$ cat src/sv/knn2d_pkg.sv
// ----------------------------------------------------------------------------
// knn2d_pkg
// Shared types and constants of the 2D k-nearest-neighbor search block.
// ----------------------------------------------------------------------------
package knn2d_pkg;

  // Width of the configuration register index.
  localparam int CfgIdxW = 2;

  // Configuration register indexes.
  localparam logic [CfgIdxW-1:0] CFG_QUERY_X         = 2'd0;
  localparam logic [CfgIdxW-1:0] CFG_QUERY_Y         = 2'd1;
  localparam logic [CfgIdxW-1:0] CFG_NEIGHBOUR_COUNT = 2'd2;

  // Width and reset value of the neighbor count register.
  localparam int                 CountW     = 4;
  localparam logic [CountW-1:0]  COUNT_RST  = 4'd3;

  // Command that the controller broadcasts to every cell of the list.
  typedef struct packed {
    logic ins;    // insert the candidate that leaves the distance pipeline
    logic shift;  // move every entry one place toward the head
    logic clr;    // empty the whole list
  } cell_ctl_t;

endpackage

$ cat src/sv/knn2d_dist.sv
// ----------------------------------------------------------------------------
// knn2d_dist
// Three-stage pipeline that computes the squared Euclidean distance of a
// candidate point to the query point and carries the point along with it.
// ----------------------------------------------------------------------------
module knn2d_dist #(
  parameter int COORD_BITS = 16
) (
  input  logic                         clk,
  input  logic                         rst_n,
  input  logic                         in_valid,
  input  logic signed [COORD_BITS-1:0] pt_x,
  input  logic signed [COORD_BITS-1:0] pt_y,
  input  logic                         pt_last,
  input  logic signed [COORD_BITS-1:0] q_x,
  input  logic signed [COORD_BITS-1:0] q_y,
  output logic                         out_valid,
  output logic [2*COORD_BITS:0]        out_dist,
  output logic signed [COORD_BITS-1:0] out_x,
  output logic signed [COORD_BITS-1:0] out_y,
  output logic                         out_last
);

  logic signed [COORD_BITS:0]   dx;
  logic signed [COORD_BITS:0]   dy;
  logic [COORD_BITS:0]          dx_neg;
  logic [COORD_BITS:0]          dy_neg;

  logic                         s1_valid_r, s2_valid_r, s3_valid_r;
  logic                         s1_last_r, s2_last_r, s3_last_r;
  logic [COORD_BITS-1:0]        s1_adx_r, s1_ady_r;
  logic signed [COORD_BITS-1:0] s1_x_r, s1_y_r, s2_x_r, s2_y_r, s3_x_r, s3_y_r;
  logic [2*COORD_BITS-1:0]      s2_sqx_r, s2_sqy_r;
  logic [2*COORD_BITS:0]        s3_dist_r;

  // The difference of two coordinates always has a magnitude below 2**COORD_BITS.
  assign dx     = {pt_x[COORD_BITS-1], pt_x} - {q_x[COORD_BITS-1], q_x};
  assign dy     = {pt_y[COORD_BITS-1], pt_y} - {q_y[COORD_BITS-1], q_y};
  assign dx_neg = -dx;
  assign dy_neg = -dy;

  always_ff @(posedge clk) begin
    if (!rst_n) begin
      s1_valid_r <= 1'b0;
      s2_valid_r <= 1'b0;
      s3_valid_r <= 1'b0;
    end else begin
      s1_valid_r <= in_valid;
      s2_valid_r <= s1_valid_r;
      s3_valid_r <= s2_valid_r;
    end
  end

  always_ff @(posedge clk) begin
    s1_adx_r  <= dx[COORD_BITS] ? dx_neg[COORD_BITS-1:0] : dx[COORD_BITS-1:0];
    s1_ady_r  <= dy[COORD_BITS] ? dy_neg[COORD_BITS-1:0] : dy[COORD_BITS-1:0];
    s1_x_r    <= pt_x;
    s1_y_r    <= pt_y;
    s1_last_r <= pt_last;

    s2_sqx_r  <= s1_adx_r * s1_adx_r;
    s2_sqy_r  <= s1_ady_r * s1_ady_r;
    s2_x_r    <= s1_x_r;
    s2_y_r    <= s1_y_r;
    s2_last_r <= s1_last_r;

    s3_dist_r <= {1'b0, s2_sqx_r} + {1'b0, s2_sqy_r};
    s3_x_r    <= s2_x_r;
    s3_y_r    <= s2_y_r;
    s3_last_r <= s2_last_r;
  end

  assign out_valid = s3_valid_r;
  assign out_dist  = s3_dist_r;
  assign out_x     = s3_x_r;
  assign out_y     = s3_y_r;
  assign out_last  = s3_last_r;

endmodule

$ cat src/sv/knn2d_cell.sv
// ----------------------------------------------------------------------------
// knn2d_cell
// One slot of the sorted neighbor list. It decides on its own whether a new
// candidate goes before its entry, and takes the new candidate, the entry of
// its nearer neighbor or the entry of its farther neighbor as commanded.
// ----------------------------------------------------------------------------
module knn2d_cell #(
  parameter int COORD_BITS = 16
) (
  input  logic                         clk,
  input  logic                         rst_n,
  input  knn2d_pkg::cell_ctl_t         ctl,
  input  logic [2*COORD_BITS:0]        new_dist,
  input  logic signed [COORD_BITS-1:0] new_x,
  input  logic signed [COORD_BITS-1:0] new_y,
  input  logic                         prev_before,
  input  logic                         prev_valid,
  input  logic [2*COORD_BITS:0]        prev_dist,
  input  logic signed [COORD_BITS-1:0] prev_x,
  input  logic signed [COORD_BITS-1:0] prev_y,
  input  logic                         next_valid,
  input  logic [2*COORD_BITS:0]        next_dist,
  input  logic signed [COORD_BITS-1:0] next_x,
  input  logic signed [COORD_BITS-1:0] next_y,
  output logic                         ahead,
  output logic                         valid,
  output logic [2*COORD_BITS:0]        cur_dist,
  output logic signed [COORD_BITS-1:0] x,
  output logic signed [COORD_BITS-1:0] y
);

  logic                         valid_r, valid_nxt;
  logic [2*COORD_BITS:0]        dist_r, dist_nxt;
  logic signed [COORD_BITS-1:0] x_r, x_nxt;
  logic signed [COORD_BITS-1:0] y_r, y_nxt;

  // Strictly nearer only, so an equal distance keeps the earlier point ahead.
  assign ahead = !valid_r || (new_dist < dist_r);

  always_comb begin
    valid_nxt = valid_r;
    dist_nxt  = dist_r;
    x_nxt     = x_r;
    y_nxt     = y_r;
    priority if (ctl.clr) begin
      valid_nxt = 1'b0;
    end else if (ctl.ins && prev_before) begin
      valid_nxt = prev_valid;
      dist_nxt  = prev_dist;
      x_nxt     = prev_x;
      y_nxt     = prev_y;
    end else if (ctl.ins && ahead) begin
      valid_nxt = 1'b1;
      dist_nxt  = new_dist;
      x_nxt     = new_x;
      y_nxt     = new_y;
    end else if (ctl.shift) begin
      valid_nxt = next_valid;
      dist_nxt  = next_dist;
      x_nxt     = next_x;
      y_nxt     = next_y;
    end
  end

  always_ff @(posedge clk) begin
    if (!rst_n) begin
      valid_r <= 1'b0;
    end else begin
      valid_r <= valid_nxt;
    end
  end

  always_ff @(posedge clk) begin
    dist_r <= dist_nxt;
    x_r    <= x_nxt;
    y_r    <= y_nxt;
  end

  assign valid    = valid_r;
  assign cur_dist = dist_r;
  assign x        = x_r;
  assign y        = y_r;

endmodule

$ cat src/sv/k_nearest_neighbour_2d.sv
// ----------------------------------------------------------------------------
// k_nearest_neighbour_2d
// Streaming brute-force k-nearest-neighbor search over 2D integer points.
// ----------------------------------------------------------------------------
// Points are taken one word per cycle while in_tready is high. Each point
// passes a three-stage squared-distance pipeline and is then inserted into a
// row of MAX_K cells that keep the nearest points sorted, earlier points first
// on equal distance. The word marked with tlast closes the batch: input stalls
// while that point runs through the pipeline and is inserted, then k result
// words (neighbour_count, saturated to MAX_K) leave nearest first, one per
// cycle while out_tready is high, the list shifting toward the head as each is
// taken. Empty slots come out with tuser low and zero coordinates. The list is
// emptied with the final result word, or on entry to readout when k is zero,
// and input opens again in the next cycle.
// Configuration is meant to be written between batches.
// ----------------------------------------------------------------------------
module k_nearest_neighbour_2d #(
  parameter int MAX_K      = 8,
  parameter int COORD_BITS = 16
) (
  input  logic                                  clk,
  input  logic                                  rst_n,
  // Input words.
  input  logic                                  in_tvalid,
  output logic                                  in_tready,
  // point_x, point_y; zero pad up to whole bytes.
  input  logic [((2*COORD_BITS+7)/8)*8-1:0]     in_tdata,
  input  logic                                  in_tlast,    // point_last
  // Result words.
  output logic                                  out_tvalid,
  input  logic                                  out_tready,
  // neighbour_x, neighbour_y; zero pad up to whole bytes.
  output logic [((2*COORD_BITS+7)/8)*8-1:0]     out_tdata,
  output logic                                  out_tuser,   // neighbour_valid
  output logic                                  out_tlast,   // result_last
  // Configuration writes.
  input  logic                                  cfg_valid,
  output logic                                  cfg_ready,
  input  logic [knn2d_pkg::CfgIdxW-1:0]         cfg_index,
  input  logic [COORD_BITS-1:0]                 cfg_data
);

  localparam int DistW = 2*COORD_BITS+1;
  localparam int KW    = $clog2(MAX_K+1);

  localparam logic [1:0] ST_IDLE  = 2'd0;
  localparam logic [1:0] ST_DRAIN = 2'd1;
  localparam logic [1:0] ST_READ  = 2'd2;

  logic [1:0]                         state_r, state_nxt;
  logic [KW-1:0]                      k_r, k_nxt;
  logic [KW-1:0]                      remain_r, remain_nxt;
  logic signed [COORD_BITS-1:0]       qx_r, qy_r;
  logic [knn2d_pkg::CountW-1:0]       count_r;

  logic                               in_acc;
  logic                               out_acc;
  logic                               done;
  logic [KW-1:0]                      k_sat;

  logic                               d_valid;
  logic [DistW-1:0]                   d_dist;
  logic signed [COORD_BITS-1:0]       d_x, d_y;
  logic                               d_last;

  knn2d_pkg::cell_ctl_t               ctl;

  logic [MAX_K-1:0]                   c_before;
  logic [MAX_K-1:0]                   c_valid;
  logic [DistW-1:0]                   c_dist [MAX_K];
  logic signed [COORD_BITS-1:0]       c_x    [MAX_K];
  logic signed [COORD_BITS-1:0]       c_y    [MAX_K];

  assign cfg_ready = 1'b1;
  assign in_tready = (state_r == ST_IDLE);
  assign in_acc    = in_tvalid && in_tready;

  always_ff @(posedge clk) begin
    if (!rst_n) begin
      qx_r    <= '0;
      qy_r    <= '0;
      count_r <= knn2d_pkg::COUNT_RST;
    end else if (cfg_valid && cfg_ready) begin
      unique case (cfg_index)
        knn2d_pkg::CFG_QUERY_X:         qx_r    <= cfg_data;
        knn2d_pkg::CFG_QUERY_Y:         qy_r    <= cfg_data;
        knn2d_pkg::CFG_NEIGHBOUR_COUNT: count_r <= cfg_data[knn2d_pkg::CountW-1:0];
        default: ;
      endcase
    end
  end

  knn2d_dist #(.COORD_BITS(COORD_BITS)) u_dist (
    .clk       (clk),
    .rst_n     (rst_n),
    .in_valid  (in_acc),
    .pt_x      (in_tdata[COORD_BITS-1:0]),
    .pt_y      (in_tdata[2*COORD_BITS-1:COORD_BITS]),
    .pt_last   (in_tlast),
    .q_x       (qx_r),
    .q_y       (qy_r),
    .out_valid (d_valid),
    .out_dist  (d_dist),
    .out_x     (d_x),
    .out_y     (d_y),
    .out_last  (d_last)
  );

  // Neighbor count above the list depth reads as the depth.
  assign k_sat = (32'(count_r) > 32'(MAX_K)) ? KW'(MAX_K) : KW'(count_r);

  assign out_tvalid = (state_r == ST_READ) && (remain_r != '0);
  assign out_acc    = out_tvalid && out_tready;
  assign done       = (state_r == ST_READ) &&
                      ((remain_r == '0) || (out_acc && remain_r == KW'(1)));

  assign ctl = '{ins: d_valid, shift: out_acc, clr: done};

  always_comb begin
    state_nxt  = state_r;
    k_nxt      = k_r;
    remain_nxt = remain_r;
    unique case (state_r)
      ST_IDLE: begin
        if (in_acc && in_tlast) begin
          state_nxt = ST_DRAIN;
          k_nxt     = k_sat;
        end
      end
      ST_DRAIN: begin
        if (d_valid && d_last) begin
          state_nxt  = ST_READ;
          remain_nxt = k_r;
        end
      end
      ST_READ: begin
        if (done) begin
          state_nxt = ST_IDLE;
        end
        if (out_acc) begin
          remain_nxt = remain_r - KW'(1);
        end
      end
      default: state_nxt = ST_IDLE;
    endcase
  end

  always_ff @(posedge clk) begin
    if (!rst_n) begin
      state_r  <= ST_IDLE;
      k_r      <= '0;
      remain_r <= '0;
    end else begin
      state_r  <= state_nxt;
      k_r      <= k_nxt;
      remain_r <= remain_nxt;
    end
  end

  for (genvar i = 0; i < MAX_K; i++) begin : g_cell
    logic                         p_before, p_valid, n_valid;
    logic [DistW-1:0]             p_dist, n_dist;
    logic signed [COORD_BITS-1:0] p_x, p_y, n_x, n_y;

    if (i == 0) begin : g_head
      assign p_before = 1'b0;
      assign p_valid  = 1'b0;
      assign p_dist   = '0;
      assign p_x      = '0;
      assign p_y      = '0;
    end else begin : g_body
      assign p_before = c_before[i-1];
      assign p_valid  = c_valid[i-1];
      assign p_dist   = c_dist[i-1];
      assign p_x      = c_x[i-1];
      assign p_y      = c_y[i-1];
    end

    if (i == MAX_K-1) begin : g_tail
      assign n_valid = 1'b0;
      assign n_dist  = '0;
      assign n_x     = '0;
      assign n_y     = '0;
    end else begin : g_inner
      assign n_valid = c_valid[i+1];
      assign n_dist  = c_dist[i+1];
      assign n_x     = c_x[i+1];
      assign n_y     = c_y[i+1];
    end

    knn2d_cell #(.COORD_BITS(COORD_BITS)) u_cell (
      .clk         (clk),
      .rst_n       (rst_n),
      .ctl         (ctl),
      .new_dist    (d_dist),
      .new_x       (d_x),
      .new_y       (d_y),
      .prev_before (p_before),
      .prev_valid  (p_valid),
      .prev_dist   (p_dist),
      .prev_x      (p_x),
      .prev_y      (p_y),
      .next_valid  (n_valid),
      .next_dist   (n_dist),
      .next_x      (n_x),
      .next_y      (n_y),
      .ahead       (c_before[i]),
      .valid       (c_valid[i]),
      .cur_dist    (c_dist[i]),
      .x           (c_x[i]),
      .y           (c_y[i])
    );
  end

  // The head cell is the output register; empty slots read as zero.
  always_comb begin
    out_tdata = '0;
    if (c_valid[0]) begin
      out_tdata[COORD_BITS-1:0]            = c_x[0];
      out_tdata[2*COORD_BITS-1:COORD_BITS] = c_y[0];
    end
  end
  assign out_tuser = c_valid[0];
  assign out_tlast = (remain_r == KW'(1));

  // Occupied slots always form a run from the head of the list.
  a_valid_prefix: assert property (@(posedge clk) disable iff (!rst_n)
    ((c_valid >> 1) & ~c_valid) == '0)
    else $error("neighbor list has a hole");

  a_no_input_in_readout: assert property (@(posedge clk) disable iff (!rst_n)
    out_tvalid |-> !in_tready)
    else $error("input open while results are pending");

  a_last_point_starts_readout: assert property (@(posedge clk) disable iff (!rst_n)
    (d_valid && d_last) |=> (state_r == ST_READ))
    else $error("readout did not follow the last point");

  a_list_empty_after_batch: assert property (@(posedge clk) disable iff (!rst_n)
    (out_acc && out_tlast) |=> (in_tready && c_valid == '0))
    else $error("list not cleared after the final result");

  a_no_insert_in_readout: assert property (@(posedge clk) disable iff (!rst_n)
    (state_r == ST_READ) |-> !d_valid)
    else $error("insert during readout");

endmodule
$ cat config.mk
export PLATFORM = sky130hd
export DESIGN_NAME = k_nearest_neighbour_2d
export DESIGN_NICKNAME = d
export VERILOG_FILES = /design/src/sv/knn2d_pkg.sv /design/src/sv/knn2d_dist.sv /design/src/sv/knn2d_cell.sv /design/src/sv/k_nearest_neighbour_2d.sv
export SDC_FILE = /design/constraint.sdc
export NUM_CORES = 2
export LEC_CHECK = 0
export BUFFER_PORTS_ARGS = -buffer_cell sky130_fd_sc_hd__buf_4
export CAP_MARGIN = 20
export CORE_MARGIN = 1
export CORE_UTILIZATION = 30
export CTS_BUF_LIST = sky130_fd_sc_hd__clkbuf_4
export CTS_CLUSTER_DIAMETER = 50
export CTS_CLUSTER_SIZE = 40
export DETAILED_ROUTE_END_ITERATION = 12
export GPL_TIMING_DRIVEN = 0
export MAX_ROUTING_LAYER = met4
export PLACE_DENSITY_LB_ADDON = 0.05
export SLEW_MARGIN = 10
export SYNTH_ARGS = -nofsm -noshare
export SYNTH_HDL_FRONTEND = slang
export SYNTH_SLANG_ARGS = --single-unit
$ cat constraint.sdc
create_clock -name clk -period 9.8 [get_ports clk]
set_input_delay 1.96 -clock clk [delete_from_list [all_inputs] [get_ports clk]]
set_output_delay 1.96 -clock clk [all_outputs]
set_load 0.01 [all_outputs]
**After elaboration in Yosys (flattened, before gate mapping)**

Index checks and enable logic that the tools add are counted.

- Input port bits: 56
- Logic and storage cells: 245
- Flip-flop bits (word level): 805
- Output and inout bits: 37

- Multiply operators: 2
- Eq/ne operators: 9
- Magnitude comparators: 9
- $add $sub $neg: 6
- Bitwise operators: 2
- Mux-type cells: 102
- Reductions and logical operators: 60

Operator list:

| kind | number |
|---|---|
| $mux 33 | 23 |
| $mux 16 | 47 |
| $lt 33x33->1 | 8 |
| $mul 16x16->32 | 2 |
| $sub 16x16->17 | 2 |
| $add 32x32->33 | 1 |
| $mux 32 | 1 |
| $neg 16->16 | 2 |
| $reduce_and 2->1 | 12 |
| $mux 1 | 23 |
| $reduce_bool 3->1 | 7 |
| $logic_and 1x1->1 | 15 |
| $mux 4 | 3 |
| $logic_or 1x1->1 | 9 |
| $logic_not 1->1 | 8 |
| $pmux 4 s2 | 1 |
| $mux 2 | 3 |
| $ne 2x2->1 const B | 3 |
| $pmux 2 s3 | 1 |
| $reduce_and 3->1 | 2 |
| $eq 2x1->1 const B | 2 |
| $eq 2x2->1 const B | 2 |
| $eq 4x1->1 const B | 1 |
| $gt 4x4->1 const B | 1 |
| 8 further kinds | 11 |

**Longest topological paths before layout**

- Word-level depth: 8
- Gate-level depth with buffers: 25
- Gate-level depth less buffers: 24

**Hierarchy**

From an unflattened synthesis, not the netlist that was laid out.

- Cell total of the unflattened synthesis: 7344
- Area, all modules: 68324.3 um^2

Modules (own cells, without submodules):

| module | seq. area each (um^2) | cells an instance | area each (um^2) | times used |
|---|---|---|---|---|
| knn2d_cell | 1971.9 | 581 | 5430.2 | 8 |
| knn2d_dist | 4584.4 | 2432 | 22728.0 | 1 |
| k_nearest_neighbour_2d | 920.9 | 264 | 2154.6 | 1 |

**Least setup slack after synthesis**

Ideal clock, no wire load.

- Kind: register to register
- Start point: reg u_dist.s3_dist_r[5] (netlist: u_dist.out_dist[5])
- End point: reg g_cell[2].u_cell.dist_r[0] (enable)
- Path slack: 3.128 ns
- Path buffers: 2
- Clock period less this slack: 6.672 ns
- Required time: 9.273 ns
- Data arrival time: 6.146 ns
- Library setup time: 0.527 ns
- Cell stages (with the launch flop): 12
- Cell sequence: dfxtp_1 -> ha_1 -> a21o_1 -> a21o_1 -> a211o_1 -> a211oi_2 -> o21bai_1 -> a2111oi_4 -> nor3_4 -> buf_2 -> clkbuf_1 -> a31oi_1

- Word-level cells in the longest chain between the ends: 5
- Elaborated cells between the ends (all ways): 8
- Classes of those cells: order compare (2); reduce/logical (6)

Ends and longest elaborated chain:

| element | line | text |
|---|---|---|
| from (decl) | knn2d_dist.sv:34 | `logic [2*COORD_BITS:0] s3_dist_r;` |
| from (signal assigned) | knn2d_dist.sv:67 | `s3_dist_r <= {1'b0, s2_sqx_r} + {1'b0, s2_sqy_r};` |
| $lt 33x33->1 | knn2d_cell.sv:38 | `assign ahead = !valid_r \|\| (new_dist < dist_r);` |
| $logic_or 1x1->1 | knn2d_cell.sv:38 |  |
| $logic_and 1x1->1 (on tied branches) | knn2d_cell.sv:47, knn2d_cell.sv:52 |  |
| $reduce_bool 3->1 (no line) * | n/a |  |
| $reduce_and 2->1 (no line) * | n/a |  |
| to (signal assigned) | knn2d_cell.sv:74 | `dist_r <= dist_nxt;` |
| to (decl) | knn2d_cell.sv:33 | `logic [2*COORD_BITS:0] dist_r, dist_nxt;` |

Every way passes the cells marked *; elsewhere a longest branch is shown, timed or not.
A chain may end at the register's enable or synchronous reset.

**Worst setup path after layout**

- Start point: reg u_dist.s1_adx_r[9]
- End point: reg u_dist.s2_sqx_r[29]

- Word-level cells in the longest chain between the ends: 1

Ends and longest elaborated chain:

| element | line | text |
|---|---|---|
| from (decl) | knn2d_dist.sv:31 | `logic [COORD_BITS-1:0] s1_adx_r, s1_ady_r;` |
| from (signal assigned) | knn2d_dist.sv:55 | `s1_adx_r <= dx[COORD_BITS] ? dx_neg[COORD_BITS-1:0] : dx[COORD_BITS-1:0];` |
| $mul 16x16->32 | knn2d_dist.sv:61 | `s2_sqx_r <= s1_adx_r * s1_adx_r;` |
| to (signal assigned) | knn2d_dist.sv:61 |  |
| to (decl) | knn2d_dist.sv:33 | `logic [2*COORD_BITS-1:0] s2_sqx_r, s2_sqy_r;` |

Every way passes these cells.

==> metrics.yaml <==
layout:
  fin_nets: 6945
  area_growth_pct: 12.2
  fill_cells: 19955
  drive_gt1_frac: 0.0963
floorplanning:
  fp.dieArea_um2: 194000
  die_x_um: 440
  ios: 93
  initial_core_util: 0.302
  num_rows: 160
  fp.coreArea_um2: 191000
  die_y_um: 440
timing:
  worst_pin_slew_ns: 1.21
  setup_viol: 0
  rsz0062_at_grt: "false"
  period_needed_ns: 8.04
  skew_ns: 0.157
  fin_crit_sh: 0.821
  tns_ns: 0
  max-slew-margin-rel: 0.194
  hold_violations: 0
  slew_viol_final: 0
  max_clock_freq_ghz: 0.124
clock_network:
  cts_setup_buffers: 0
  htree_levels: 3
  insertion_delay_ns: 1.23
  cts_resized: 0
  clk_path_buf_depth: 3
  path_clk_slew_ns: 0.16
  root_buffer: "clkbuf_4"
  cts_buffers: 120
  holdBufCountCts: 0
  tritoncts: "built"
  cts.sink_count: 803
global_route:
  groute.usage.overall: 0.217
  grt_max_degree: 22
  grt_pass1_wl_um: 301000
  grt-ovfl-total: 0
  grtUsageMet1: 0.292
  top_usage_layer: "met2"
  met2_usage: 0.351
  use_met3: 0.0227
  grt_pass1_vias: 44576
  grt_antenna_before_repair: 16
worst_hold_path:
  worstHoldPathCells: 0
  hold_class: "flop to flop"
  whs_endpoint: "u_dist.s2_y_r[12]"
  min-delay-start: "u_dist.s1_y_r[12]"
drt:
  post_drt_wl_per_cell_um: 23.7
  routed_wl_um: 206000
  drt_iter0_markers: 2957
  vias: 43328
  vias_per_cell: 5.00
  drc: 0
  antenna_left: 0
  dr.pass1.iters: 6
setup_path:
  r2r_slack_ns: 1.76
  worstSetupEndpointType: "flop"
  crit_top_cell: "fa_1"
  reg2reg_depth: 23
  worst_setup_path_start_kind: "flop"
  cp_max_fo: 10
  critical_path.slowest_cell: "dfxtp_1"
  timing.rr.start: "u_dist.s1_adx_r[9]"
  crit_required_ns: 10.78
  r2r_end: "u_dist.s2_sqx_r[29]"
  path_class: "flop to flop"
  crit_chain: "clkbuf_1, nand2_1, fa_1, inv_1, fa_1, inv_1, fa_1, inv_1, fa_1, fa_1, inv_1, fa_1, inv_1, ha_1, and3_1, a221oi_1, nor2_1, a21oi_1, a31oi_1, o21a_1, a2111oi_0, a21oi_1, xor2_1"
  critical-path-max-stage-delay_ns: 0.80
  critPathArrivalTime_ns: 9.02
synthesis:
  synth_cell_types: 87
  synth_edf_count: 520
  yosys_register_bits: 803
  async_reset_ff_frac: 0
  synth_fp_nets: 6691
  syn_inst: 5785
  yosys_warnings: 0
  avgSynthCellArea_um2: 9.96
  ys_seq_area_frac: 0.369
  syn-cell-area_um2: 57600
  synth_ff_type: "edfxtp_1"
flow_run:
  cap_violations: 0
status:
  status: "complete, no violations"
place:
  gp_congestion: 0.829
  port-buffer-count: 91
  hpwlAfterDp_um: 163000
==> cell type report <==
type / instances / area (um^2) / share of cell area
buffer: 307 / 1240 / 0.0192
sequential: 803 / 21300 / 0.329
clock inverter: 101 / 1200 / 0.0186
multi-input combinational: 3851 / 32100 / 0.497
timing repair buffer: 132 / 1610 / 0.0249
antenna: 11 / 27.5 / 0.000425
inverter: 824 / 3090 / 0.0478
tap: 2511 / 3140 / 0.0486
clock buffer: 127 / 953 / 0.0147
==> sequential cells by signal, indices dropped and copies added (netlist names), 16 cells and up <==
register	count
g_cell.u_cell.cur_dist	264
g_cell.u_cell.x	128
g_cell.u_cell.y	128
u_dist.out_dist	33
u_dist.s2_sqx_r	31
u_dist.s2_sqy_r	31
qx_r	16
qy_r	16
u_dist.out_x	16
u_dist.out_y	16
u_dist.s1_adx_r	16
u_dist.s1_ady_r	16
u_dist.s1_x_r	16
u_dist.s1_y_r	16
u_dist.s2_x_r	16
u_dist.s2_y_r	16
==> cells in the mapped netlist, types with 123 or more instances <==
cell,number,area [um^2]
a31oi_1,178,1110
mux2i_1,233,2330
inv_1,824,3090
o21ai_0,208,1040
ha_1,524,6560
fa_1,326,6530
clkbuf_1,231,867
nor2_1,364,1370
a21o_1,123,923
edfxtp_1,520,15600
nor3_1,168,841
nand2_1,353,1330
a21oi_1,324,1620
dfxtp_1,283,5670
==> worst max-delay path by stage <==
stage	startpoint	end	slack [ns]	cells past startpoint
4_1_cts	u_dist.s1_adx_r[9]	u_dist.s2_sqx_r[29]	1.58	23
5_1_grt	u_dist.s1_adx_r[9]	u_dist.s2_sqx_r[29]	1.27	23
3_3_place_gp	u_dist.out_dist[6]	g_cell[6].u_cell.cur_dist[15]	-2.42	11
3_5_place_dp	u_dist.s1_adx_r[9]	u_dist.s2_sqx_r[29]	1.71	23
2_1_floorplan	u_dist.out_dist[5]	g_cell[2].u_cell.cur_dist[0]	3.13	11
6_report	u_dist.s1_adx_r[9]	u_dist.s2_sqx_r[29]	1.76	23
==> per-layer routing <==
| metal | wire length [um] | vias up | part of all wire |
|---|---|---|---|
| li1 | - | 20620 | - |
| met4 | 4050 | 0 | 0.020 |
| met3 | 7320 | 223 | 0.036 |
| met1 | 97100 | 21653 | 0.47 |
| met2 | 97300 | 832 | 0.47 |
| met5 | 0 | - | 0 |
==> through the flow <==
| step | hold WS, ns | worst slack (ns) | instance area [um^2] | util | std cells |
|---|---|---|---|---|---|
| 6_report | 0.286 | 1.76 | 64700 | 0.339 | 8667 |
| 5_1_grt | 0.306 | 1.27 | 64700 | 0.339 | 8665 |
| 4_1_cts | 0.289 | 1.58 | 64700 | 0.339 | 8656 |
| 3_5_place_dp | 0.312 | 1.71 | 62500 | 0.328 | 8428 |
| 3_3_place_gp | 0.310 | -2.42 | 61500 | 0.322 | 8387 |
| 2_1_floorplan | 0.310 | 3.13 | 57600 | - | 5785 |
==> placed cells by master, fill, tap and decap left out, types with 207 or more instances in the layout <==
cell type  Yosys  layout
ha_1         524     524
o21ai_0      208     207
inv_1        824     824
nand2_1      353     353
mux2i_1      233     233
a21oi_1      324     319
edfxtp_1     520     520
dfxtp_1      283     283
fa_1         326     326
nor2_1       364     362
clkbuf_1     231     226
==> critical path: cells and delay by family, from the launching register on <==
| kind | cells | cell delay (ns) |
|---|---|---|
| buf+inv | 6 | 1.00 |
| simple gates | 3 | 0.53 |
| flops | 1 | 0.80 |
| fa+ha+maj | 7 | 3.34 |
| xor+xnor | 1 | 0.18 |
| compound gates | 6 | 2.07 |
==> kinds of logic after synthesis <==
kind of cell,synth area share
AOI/OAI and AO/OA,0.134
xor gates and xnor gates,0.0211
adders and majority gates,0.227
buffers and inverters,0.0751
DFF,0.369
muxes,0.0687
other,0.0000651
and+or+nand+nor,0.105
Power is not shown: default switching activity piles up to over one toggle a cycle in this logic, so the estimate is an artifact.
